<file path="config.mk">
export PLATFORM = sky130hd
export DESIGN_NAME = text_to_byte_parser_core
export DESIGN_NICKNAME = d
export VERILOG_FILES = /design/src/ttbp_pkg.sv /design/src/ttbp_step.sv /design/src/ttbp_rsp_buffer.sv /design/src/text_to_byte_parser_core.sv
export SDC_FILE = /design/constraint.sdc
export NUM_CORES = 1
export LEC_CHECK = 0
export BUFFER_PORTS_ARGS = -buffer_cell sky130_fd_sc_hd__buf_2
export CAP_MARGIN = 25
export CORE_ASPECT_RATIO = 0.8
export CORE_MARGIN = 2
export CORE_UTILIZATION = 33
export CTS_CLUSTER_DIAMETER = 50
export DETAILED_ROUTE_END_ITERATION = 7
export GPL_TIMING_DRIVEN = 0
export RECOVER_POWER = 50
export SETUP_SLACK_MARGIN = 0.02
export SYNTH_ARGS = -nofsm -noshare
export SYNTH_HDL_FRONTEND = slang
export SYNTH_SLANG_ARGS = --single-unit
</file>
<file path="constraint.sdc">
create_clock -name clock -period 2.75 [get_ports clock]
set_input_delay 0.275 -clock clock [delete_from_list [all_inputs] [get_ports clock]]
set_output_delay 0.275 -clock clock [all_outputs]
set_load 0.05 [all_outputs]
</file>
<file path="src/ttbp_pkg.sv">
package ttbp_pkg;

   localparam int unsigned BITS_PER_BYTE = 8;

   localparam logic [7:0] CHAR_ZERO  = 8'h30;
   localparam logic [7:0] CHAR_ONE   = 8'h31;
   localparam logic [7:0] CHAR_X_LO  = 8'h78;
   localparam logic [7:0] CHAR_X_UP  = 8'h58;
   localparam logic [7:0] CHAR_NL    = 8'h0A;
   localparam logic [7:0] CHAR_SPACE = 8'h20;
   localparam logic [7:0] CHAR_TAB   = 8'h09;
   localparam logic [3:0] HEX_TEN    = 4'hA;

   // register index of radix_mode (byte address 4*index)
   localparam logic CSR_IDX_RADIX = 1'b0;
   localparam logic RADIX_RESET   = 1'b1;

   typedef enum logic [1:0] {
      KIND_DATA    = 2'd0,
      KIND_EOL     = 2'd1,
      KIND_EOI     = 2'd2,
      KIND_UNKNOWN = 2'd3
   } kind_type;

   typedef enum logic [1:0] {
      PHASE_FIRST  = 2'd0,
      PHASE_ZERO   = 2'd1,
      PHASE_SECOND = 2'd2
   } phase_type;

   typedef struct packed {
      logic [7:0] char_code;
      logic       end_of_input;
   } req_type;

   typedef struct packed {
      kind_type   kind;
      logic [7:0] value;
      logic       last;
   } rsp_type;

   typedef struct packed {
      phase_type  phase;
      logic [7:0] acc;
      logic [3:0] count;
   } parse_type;

   localparam parse_type PARSE_CLEAR = '{phase: PHASE_FIRST, acc: 8'h00, count: 4'h0};

   typedef struct packed {
      parse_type  next;
      logic [1:0] num;
      rsp_type    first;
      rsp_type    second;
   } step_type;

endpackage

</file>
<file path="src/ttbp_step.sv">
module ttbp_step (
   input  logic                radix_mode,
   input  ttbp_pkg::parse_type state,
   input  ttbp_pkg::req_type   req,
   output ttbp_pkg::step_type  step
);

   function automatic logic is_hex_char(input logic [7:0] c);
      is_hex_char = (c >= 8'h30 && c <= 8'h39) || (c >= 8'h61 && c <= 8'h66) ||
                    (c >= 8'h41 && c <= 8'h46);
   endfunction

   function automatic logic [3:0] hex_value(input logic [7:0] c);
      logic [7:0] d;
      d = 8'h00;
      if (c >= 8'h30 && c <= 8'h39) begin
         d = c - 8'h30;
      end else if (c >= 8'h61 && c <= 8'h66) begin
         d = c - 8'h61 + {4'h0, ttbp_pkg::HEX_TEN};
      end else begin
         d = c - 8'h41 + {4'h0, ttbp_pkg::HEX_TEN};
      end
      hex_value = d[3:0];
   endfunction

   logic [7:0]         c;
   logic               eoi;
   logic               is_bin;
   logic               is_blank;
   logic               is_hex;
   logic               is_x;
   logic [3:0]         hv;
   logic [7:0]         acc_shift;
   logic [3:0]         cnt_inc;
   ttbp_pkg::kind_type bad;
   ttbp_pkg::kind_type k0;
   logic [7:0]         v0;
   logic [1:0]         num;
   ttbp_pkg::parse_type nxt;
   logic [7:0]         acc_eff;
   logic               second_digit;

   assign c         = req.char_code;
   assign eoi       = req.end_of_input;
   assign is_bin    = (c == ttbp_pkg::CHAR_ZERO) || (c == ttbp_pkg::CHAR_ONE);
   assign is_blank  = (c == ttbp_pkg::CHAR_SPACE) || (c == ttbp_pkg::CHAR_TAB);
   assign is_hex    = is_hex_char(c);
   assign is_x      = (c == ttbp_pkg::CHAR_X_LO) || (c == ttbp_pkg::CHAR_X_UP);
   assign hv        = hex_value(c);
   assign acc_shift = {state.acc[6:0], c[0]};
   assign cnt_inc   = state.count + 4'd1;
   assign bad       = (c == ttbp_pkg::CHAR_NL) ? ttbp_pkg::KIND_EOL : ttbp_pkg::KIND_UNKNOWN;

   always_comb begin
      nxt          = state;
      num          = 2'd0;
      k0           = ttbp_pkg::KIND_DATA;
      v0           = 8'h00;
      acc_eff      = state.acc;
      second_digit = 1'b0;
      if (!radix_mode) begin
         priority if (eoi) begin
            k0  = ttbp_pkg::KIND_EOI;
            num = 2'd1;
            nxt = ttbp_pkg::PARSE_CLEAR;
         end else if (is_bin) begin
            nxt.acc   = acc_shift;
            nxt.count = cnt_inc;
            if (cnt_inc >= 4'(ttbp_pkg::BITS_PER_BYTE)) begin
               v0  = acc_shift;
               num = 2'd1;
               nxt = ttbp_pkg::PARSE_CLEAR;
            end
         end else if (is_blank) begin
            if (state.count != 4'd0) begin
               v0  = state.acc;
               num = 2'd1;
               nxt = ttbp_pkg::PARSE_CLEAR;
            end
         end else begin
            // partial byte goes out first, then the terminator's own result
            if (state.count != 4'd0) begin
               v0  = state.acc;
               num = 2'd2;
            end else begin
               k0  = bad;
               num = 2'd1;
            end
            nxt = ttbp_pkg::PARSE_CLEAR;
         end
      end else begin
         if (state.phase == ttbp_pkg::PHASE_ZERO) begin
            acc_eff      = 8'h00;
            second_digit = 1'b1;
         end else if (state.phase == ttbp_pkg::PHASE_SECOND) begin
            second_digit = 1'b1;
         end
         priority if (state.phase == ttbp_pkg::PHASE_ZERO && !eoi && is_x) begin
            // "0x" prefix: start over
            nxt.phase = ttbp_pkg::PHASE_FIRST;
            nxt.acc   = 8'h00;
         end else if (second_digit) begin
            if (!eoi && is_hex) begin
               v0 = {acc_eff[3:0], hv};
            end else begin
               k0 = eoi ? ttbp_pkg::KIND_EOI : bad;
            end
            num = 2'd1;
            nxt = ttbp_pkg::PARSE_CLEAR;
         end else if (!eoi && is_hex) begin
            nxt.acc   = {4'h0, hv};
            nxt.phase = (c == ttbp_pkg::CHAR_ZERO) ? ttbp_pkg::PHASE_ZERO
                                                    : ttbp_pkg::PHASE_SECOND;
         end else if (!eoi && is_blank) begin
            nxt = state;
         end else begin
            k0  = eoi ? ttbp_pkg::KIND_EOI : bad;
            num = 2'd1;
            nxt = ttbp_pkg::PARSE_CLEAR;
         end
      end
   end

   always_comb begin
      step              = '0;
      step.next         = nxt;
      step.num          = num;
      step.first.kind   = k0;
      step.first.value  = (k0 == ttbp_pkg::KIND_DATA) ? v0 : 8'h00;
      step.first.last   = (num == 2'd1);
      step.second.kind  = bad;
      step.second.value = 8'h00;
      step.second.last  = 1'b1;
   end

endmodule

</file>
<file path="src/ttbp_rsp_buffer.sv">
module ttbp_rsp_buffer (
   input  logic              clock,
   input  logic              reset,
   input  logic              load,
   input  logic [1:0]        load_num,
   input  ttbp_pkg::rsp_type load_first,
   input  ttbp_pkg::rsp_type load_second,
   output logic              can_load,
   output logic              rsp_valid,
   input  logic              rsp_ready,
   output ttbp_pkg::rsp_type rsp_payload
);

   logic [1:0]        count_ff, count_in;
   ttbp_pkg::rsp_type slot0_ff, slot0_in;
   ttbp_pkg::rsp_type slot1_ff, slot1_in;
   logic              pop;

   assign pop         = rsp_valid && rsp_ready;
   assign rsp_valid   = (count_ff != 2'd0);
   assign rsp_payload = slot0_ff;
   assign can_load    = (count_ff == 2'd0) || ((count_ff == 2'd1) && rsp_ready);

   always_comb begin
      count_in = count_ff - {1'b0, pop};
      slot0_in = pop ? slot1_ff : slot0_ff;
      slot1_in = slot1_ff;
      if (load && load_num != 2'd0) begin
         count_in = load_num;
         slot0_in = load_first;
         slot1_in = load_second;
      end
   end

   always_ff @(posedge clock) begin
      if (reset) begin
         count_ff <= 2'd0;
      end else begin
         count_ff <= count_in;
      end
      slot0_ff <= slot0_in;
      slot1_ff <= slot1_in;
   end

`ifndef SYNTHESIS
   a_count_range: assert property (@(posedge clock) disable iff (reset)
      count_ff != 2'd3)
      else $error("result buffer count out of range");
   a_pair_order: assert property (@(posedge clock) disable iff (reset)
      count_ff == 2'd2 |-> !slot0_ff.last && slot1_ff.last)
      else $error("first of a result pair marked last");
   a_no_overrun: assert property (@(posedge clock) disable iff (reset)
      load && count_ff != 2'd0 |-> count_ff == 2'd1 && pop)
      else $error("load over a pending result");
`endif

endmodule

</file>
<file path="src/text_to_byte_parser_core.sv">
// Channel   Direction  Handshake              Payload
// req       in         req_valid/req_ready    req_payload (char_code, end_of_input)
// rsp       out        rsp_valid/rsp_ready    rsp_payload (kind, value, last)
// csr       in/out     psel/penable/pready    paddr, pwdata, prdata (radix_mode)
//
// One item per cycle while rsp_ready stays high; an item that gives two results
// holds the input stage while the two-entry result buffer drains.
// rsp_valid rises once the req item has passed the input register and then the
// result buffer; an rsp transfer can take place as soon as rsp_valid is high.
// Synchronous reset: radix_mode = hex, parse cleared, no clearing pass.
// A stalled rsp side backs up through the buffer into req_ready.
module text_to_byte_parser_core (
   input  logic              clock,
   input  logic              reset,
   input  logic              req_valid,
   output logic              req_ready,
   input  ttbp_pkg::req_type req_payload,
   output logic              rsp_valid,
   input  logic              rsp_ready,
   output ttbp_pkg::rsp_type rsp_payload,
   input  logic              psel,
   input  logic              penable,
   input  logic              pwrite,
   input  logic [2:0]        paddr,
   input  logic [31:0]       pwdata,
   output logic [31:0]       prdata,
   output logic              pready
);

   logic                in_valid_ff, in_valid_in;
   ttbp_pkg::req_type   in_data_ff, in_data_in;
   logic                radix_ff, radix_in;
   ttbp_pkg::parse_type state_ff, state_in;
   ttbp_pkg::step_type  step;
   logic                can_load;
   logic                advance;
   logic                csr_write;
   logic                req_take;

   assign pready    = 1'b1;
   assign csr_write = psel && penable && pwrite && pready && (paddr[2] == ttbp_pkg::CSR_IDX_RADIX);
   assign prdata    = (paddr[2] == ttbp_pkg::CSR_IDX_RADIX) ? {31'h0, radix_ff} : 32'h0;

   assign advance   = in_valid_ff && can_load;
   assign req_ready = !in_valid_ff || advance;
   assign req_take  = req_valid && req_ready;

   ttbp_step u_step (
      .radix_mode (radix_ff),
      .state      (state_ff),
      .req        (in_data_ff),
      .step       (step)
   );

   ttbp_rsp_buffer u_rsp_buffer (
      .clock       (clock),
      .reset       (reset),
      .load        (advance),
      .load_num    (step.num),
      .load_first  (step.first),
      .load_second (step.second),
      .can_load    (can_load),
      .rsp_valid   (rsp_valid),
      .rsp_ready   (rsp_ready),
      .rsp_payload (rsp_payload)
   );

   always_comb begin
      in_valid_in = req_take || (in_valid_ff && !advance);
      in_data_in  = req_take ? req_payload : in_data_ff;
      radix_in    = radix_ff;
      state_in    = state_ff;
      if (csr_write) begin
         radix_in = pwdata[0];
         state_in = ttbp_pkg::PARSE_CLEAR;
      end else if (advance) begin
         state_in = step.next;
      end
   end

   always_ff @(posedge clock) begin
      if (reset) begin
         in_valid_ff <= 1'b0;
         radix_ff    <= ttbp_pkg::RADIX_RESET;
         state_ff    <= ttbp_pkg::PARSE_CLEAR;
      end else begin
         in_valid_ff <= in_valid_in;
         radix_ff    <= radix_in;
         state_ff    <= state_in;
      end
      in_data_ff <= in_data_in;
   end

`ifndef SYNTHESIS
   a_bin_count: assert property (@(posedge clock) disable iff (reset)
      state_ff.count < 4'(ttbp_pkg::BITS_PER_BYTE))
      else $error("binary digit count reached a full byte without emitting");
   a_hex_no_count: assert property (@(posedge clock) disable iff (reset)
      radix_ff |-> state_ff.count == 4'd0)
      else $error("digit count set in hex mode");
   a_input_held: assert property (@(posedge clock) disable iff (reset)
      in_valid_ff && !advance |=> in_valid_ff && $stable(in_data_ff))
      else $error("input register lost an item");
`endif

endmodule

</file>
==> metrics.md, run 1 <==
| Metric | Value |
|---|---|
| Outcome | completed |
| Ys async rst share | 0 |
| Reg2reg end | u_rsp_buffer.rsp_payload[0] |
| Total wire length | ~6000 µm |
| Largest family of logic cells by synthesized area | compound AO/OA/AOI/OAI gates |
| Area leader, netlist | edfxtp_1 |
| Worst Max-Slew Pin Slew | approximately 0.71 ns |
| Layout cells sized above 1 | 0.275 |
| WL met2 | ~2600 µm |
| Placed Instances | 448 |
| Adder-Cell Fraction of Synth Area | 0.0525 |
| Synthesis-to-finish area growth | 23.4% |
| Synth Area in Compound Gates | 0.215 |
| Sink Count | 39 |
| Top cell type's share of synthesized area | 0.240 |
| Hold_buf cts | 0 |
| Commonest cells after routing, fill and taps aside | buf_4, conb_1, edfxtp_1 |
| Die ar. | 8680 µm² |
| Hold wc startpoint | req_payload[1] |
| Max VDD drop | roughly 0.26 mV |
| Routed wire length per instance | 13.3 µm |
| CP Launch Point | in_data_ff[1] |
| Power Density | between 500 and 600 nW/µm² |
| Buf/Inv on CP | 1 |
| First-pass DRT Iterations | 4 |
| Hold path depth | 1 |
| CP Class | register to register |
| Util after Layout | 0.413 |
| Global-route wire length before repair | slightly above 9000 µm |
| Cts bufs inserted | 5 |
| Initial antenna violation count | 0 |
| Seq/Total Area, Yosys | 0.378 |
| TritonCTS clock tree | done |
| Vias in the first global route | around 1900 |
| R2r startpoint | in_data_ff[1] |
| Hold endpoint | in_data_ff[1] |
| Top FF cell, synth | edfxtp_1 |
| Worst-path clk slew | ~0.080 ns |
| Vias | 2243 |
| Total grt overflow | 0 |
| IO buf count | 31 |
| Most common cell after layout, fill and taps aside | buf_4 |
| Worst Path Arrival | ~2.7 ns |
| Fin crit share | 0.965 |
| Root buffer cell | clkbuf_8 |
| Hold crit path type | primary input to register |
| Reg2Reg Depth | 8 |
| HPWL after detailed placement | approximately 4400 µm |
| Mean Syn Cell Area | 9.40 µm² |
| Met3 WL post-DR | ~600 µm |
| Simple-gate share of the synthesized area | 0.212 |
| Fin. Hold Viols | 0 |
| Top post-synthesis cells by area | edfxtp_1, dfxtp_1, buf_4, ha_1, a21oi_1 |
| Fmax | about 0.38 GHz |
| Worst EP required | about 2.8 ns |
| # rows | 29 |
| CP max stage delay | 0.50 ns |
| Worst slew margin | 0.523 |
| Post-synthesis cell type count | approximately 70 |
| Final net count | between 400 and 500 |
| Clock latency on the worst-skew pair | 0.29 ns |
| FF+latch count, synth | 39 |
| # IOs | 97 |
| Core Box Area | 7840 µm² |
| Setup TNS | 0 ns |
| Final setup viols | 0 |
| Metal1 wirelength | 2940 µm |
| Die W | just over 100 µm |
| Mux contribution to synthesized area | 0.00382 |
| Chip height | 83.7 µm |
| Gpl congestion | just over 0.8 |
| Synthesis warning total | 0 |
| Initial DRC Count | between 100 and 150 |
| Leakage | between 1 and 1.5 nW |
| Starting Density | 0.335 |
| Via density | around 4.8 |
| Hold slack | about 0.15 ns |
| Max Slew Vio Count | 0 |
| DRC viols | 0 |
| CP max FO | 6 |
| Reg2reg setup slack | about 0.097 ns |
| RSZ-0062 raised after global routing | no |
| All-Layer GR Usage | 0.130 |
| Worst Clk Skew | approximately 0.0072 ns |
| Delay-heaviest family, CP | simple AND/OR/NAND/NOR gates |
| Worst-path cell chain | inv_2, ha_4, or3b_1, and3_4, a21oi_1, a22o_2, and2_4, or2_4 |
| DR top layer | met4 |
| XOR/XNOR share of the synthesized area | 0.00668 |
| Worst setup SP type | register |
| Post-route antenna net violation count | 0 |
| Period minus WS final | roughly 2.7 ns |
| Syn Inst Count | 279 |
| Cell Area, Synth | between 2000 and 3000 µm² |
| Critical path capture point type | register |
| H-tree levels | 2 |
| Worst path slowest cell | edfxtp_1 |
| Post-Layout Cell Count | 464 |
| Largest net degree at the start of global routing | 13 |
| Number of diodes | 0 |
| Post-synth EDFFs | 21 |
| Max cap viols | 0 |
| Deepest clock path buffer count | 2 |
kinds of logic (layout without fill, tap and decap cells):
family	count (synthesis)	in the layout
compound gates	77	77
xor+xnor	2	2
buf+inv	54	100
mux	1	1
flops	39	39
fa+ha+maj	11	11
simple gates	93	94
other cells	2	32
per-layer routing:
layer,vias up,track usage
li1,1116,-
met1,1018,0.187
met2,103,0.185
met3,6,0.0422
met4,0,0.0356
met5,-,0
area by class of cell:
class | instances | area (µm²)
Buffer | 41 | 292
Clock buffer | 6 | 82.6
Clock inverter | 2 | 35.0
Fill cell | 799 | 4600
Inverter | 12 | 45.0
Multi-Input combinational cell | 217 | 1460
Sequential cell | 39 | 991
Tap cell | 108 | 135
Timing Repair Buffer | 39 | 198
through the flow:
stage,power (mW),area [µm²],worst slack [ns]
finish,1.66,3240,0.0968
CTS,1.64,3180,0.0414
global placement,1.13,3030,-0.229
detailed placement,1.14,3030,-0.216
floorplan,1.06,2740,0.0946
global route,1.73,3240,0.0160
worst max-delay path by stage:
stage	end	slack, ns	cells past startpoint
2_1_floorplan	u_rsp_buffer.rsp_payload[0]	0.09	11
3_3_place_gp	u_rsp_buffer.rsp_payload[8]	-0.23	11
3_5_place_dp	u_rsp_buffer.rsp_payload[5]	-0.22	11
4_1_cts	u_rsp_buffer.rsp_payload[0]	0.04	11
5_1_grt	u_rsp_buffer.rsp_payload[0]	0.02	11
6_report	u_rsp_buffer.rsp_payload[0]	0.1	8
power by group:
group | internal (mW) | leakage, nW | switching (mW)
logic | 0.138 | 0.870 | 0.329
clock network | 0.294 | 0.0612 | 0.207
registers | 0.663 | 0.343 | 0.0310
total | 1.09 | 1.27 | 0.567
synth_stat cells, drive strengths merged, types with 2 or more instances:
library cell  number
ha                11
and3b              2
and2               4
o21a               3
nor4               2
a31oi              2
or2                5
a22oi              6
buf               38
nand4              3
nand4b             2
nand3             10
conb               2
a32o               5
a211o              2
nor2              19
a21o               2
o211a              2
o22a               2
clkbuf             4
nor4b              2
dfxtp             18
a32oi              4
nor3               6
o211ai             3
edfxtp            21
a211oi             2
o21ai             16
inv               12
nor3b              2
a21oi             21
xnor2              2
nand2b             4
nor2b              4
nand2             18
and3               2
timing repair:
| item | in CTS | in global routing |
|---|---|---|
| resized for setup | 5 | 6 |
| endpoints found under the setup margin | 20 | 28 |
| setup buffers | 3 | 5 |
| pin swaps | 1 | 3 |
| gates cloned | 0 | 1 |
registers in the layout, indices dropped and copies added (netlist names):
signal                    cells
state_ff                     14
radix_ff                      1
u_rsp_buffer.slot1_ff         1
u_rsp_buffer.rsp_payload     11
in_data_ff                    9
in_valid_ff                   1
u_rsp_buffer.count_ff         2
Power figures use the tool's default switching activity.
==> run 2, diff against run 1 <==
--- a/config.mk
+++ b/config.mk
@@ -7,7 +7,6 @@
 export LEC_CHECK = 0
 export BUFFER_PORTS_ARGS = -buffer_cell sky130_fd_sc_hd__buf_2
 export CAP_MARGIN = 25
-export CORE_ASPECT_RATIO = 0.8
 export CORE_MARGIN = 2
 export CORE_UTILIZATION = 33
 export CTS_CLUSTER_DIAMETER = 50
==> metrics.md, run 2 (synthesized netlist as in run 1, its figures left out) <==
| Metric | Value |
|---|---|
| Final net count | between 400 and 500 |
| Hold crit path type | primary input to register |
| Hold wc startpoint | req_payload[8] |
| Max VDD drop | roughly 0.25 mV |
| Final setup viols | 0 |
| Largest net degree at the start of global routing | 14 |
| CP Class | register to register |
| Core Box Area | about 7700 µm² |
| Chip height | between 90 and 100 µm |
| Clock latency on the worst-skew pair | 0.29 ns |
| Fmax | 0.377 GHz |
| Worst-path cell chain | inv_2, ha_4, and3b_1, o21a_1, buf_6, inv_2, ha_4, nor3_2, o21ai_1, and2_4, or2_4 |
| Worst Path Arrival | about 2.7 ns |
| Critical path capture point type | register |
| Layout cells sized above 1 | 0.277 |
| Reg2Reg Depth | 11 |
| H-tree levels | 2 |
| Max reg flops | 14 |
| CP max FO | 11 |
| Reg2reg setup slack | around 0.10 ns |
| HPWL after detailed placement | 4370 µm |
| Pre-CTS WS | -0.237 ns |
| # IOs | 97 |
| Worst path slowest cell | edfxtp_1 |
| Number of diodes | 0 |
| Fin. Hold Viols | 0 |
| Initial antenna violation count | 0 |
| Global-route wire length before repair | between 9000 and 10000 µm |
| Power Density | between 500 and 600 nW/µm² |
| DRC viols | 0 |
| Sink Count | 39 |
| Vias in the first global route | 1970 |
| Worst slew margin | 0.573 |
| Max cap viols | 0 |
| Max Slew Vio Count | 0 |
| Most flops, register | state_ff |
| Cts bufs inserted | 5 |
| Delay-heaviest family, CP | simple AND/OR/NAND/NOR gates |
| Die ar. | 8680 µm² |
| Vias | ~2200 |
| Hold_buf cts | 0 |
| # rows | 32 |
| Worst Max-Slew Pin Slew | between 0.6 and 0.7 ns |
| Gpl congestion | just under 0.9 |
| Worst EP required | 2.79 ns |
| Total grt overflow | 0 |
| R2r startpoint | in_data_ff[1] |
| Root buffer cell | clkbuf_8 |
| Period minus WS final | about 2.7 ns |
| Hold path depth | 1 |
| Hold endpoint | in_data_ff[8] |
| Routed wire length per instance | between 10 and 15 µm |
| TritonCTS clock tree | done |
| Buf/Inv on CP | 3 |
| Deepest clock path buffer count | 2 |
| RSZ-0062 raised after global routing | no |
| Die W | slightly above 90 µm |
| Starting Density | 0.339 |
| All-Layer GR Usage | 0.136 |
| Worst-path clk slew | about 0.080 ns |
| Final worst slack | roughly 0.1 ns |
| Leakage | 1.26 nW |
| Synthesis-to-finish area growth | 22.8% |
| IO buf count | 31 |
| Fin crit share | 0.964 |
| Via density | about 4.8 |
| Most common cell after layout, fill and taps aside | buf_4 |
| Outcome | completed |
| CP max stage delay | around 0.50 ns |
| Commonest cells after routing, fill and taps aside | buf_4, conb_1, edfxtp_1 |
| First-pass DRT Iterations | 4 |
| Initial DRC Count | between 100 and 150 |
| Total wire length | 5760 µm |
| Worst Clk Skew | ~0.006 ns |
| Reg2reg end | u_rsp_buffer.rsp_payload[10] |
| Setup TNS | 0 ns |
| Post-route antenna net violation count | 0 |
| Worst setup SP type | register |
==> run 2: stage by stage <==
stage               utilization  area [µm²]  total power [mW]  std cells  hold slack, ns
CTS                       0.411        3170              1.63        454           0.141
global placement          0.391        3020              1.13        442           0.451
finish                    0.417        3220              1.62        456           0.149
detailed placement        0.391        3020              1.14        442           0.452
floorplan                     -        2740              1.06        309           0.344
global route              0.417        3220              1.70        456           0.138
==> run 2: how the worst max path moves through the flow <==
stage | start | to | slack (ns) | depth (start not counted)
final | in_data_ff[1] | u_rsp_buffer.rsp_payload[10] | 0.1 | 11
after global routing | in_data_ff[1] | state_ff[9] | 0.01 | 12
after CTS | in_data_ff[1] | u_rsp_buffer.rsp_payload[10] | 0.05 | 11
after detailed placement | in_data_ff[1] | u_rsp_buffer.rsp_payload[8] | -0.24 | 11
after global placement | in_data_ff[1] | u_rsp_buffer.rsp_payload[8] | -0.24 | 11
after floorplan | in_data_ff[1] | u_rsp_buffer.rsp_payload[0] | 0.09 | 11
==> run 2: repair_timing <==
| action | 4_1_cts | 5_1_grt |
|---|---|---|
| endpoints found under the setup margin | 31 | 29 |
| resized for setup | 5 | 7 |
| pin swaps | 1 | 2 |
| setup buffers | 4 | 3 |
==> run 2: area by class of cell <==
cell class                      instances  area, µm²
Sequential cell                        39        991
Fill cell                             765       4510
Buffer                                 41        292
Clock buffer                            5       68.8
Inverter                               12       45.0
Timing Repair Buffer                   38        190
Tap cell                              102        128
Clock inverter                          3       43.8
Multi-Input combinational cell        216       1460
==> run 2: layer usage <==
metal,global-route usage,up-vias,part of all wire
met3,0.0298,6,0.048
met1,0.175,995,0.47
met5,0,-,0
li1,-,1116,-
met4,0.0294,0,0.0071
met2,0.236,62,0.47
==> run 2: report_power, final <==
part	switching (mW)	internal, mW
registers	0.0283	0.663
clock network	0.214	0.270
logic	0.315	0.133
total	0.557	1.07
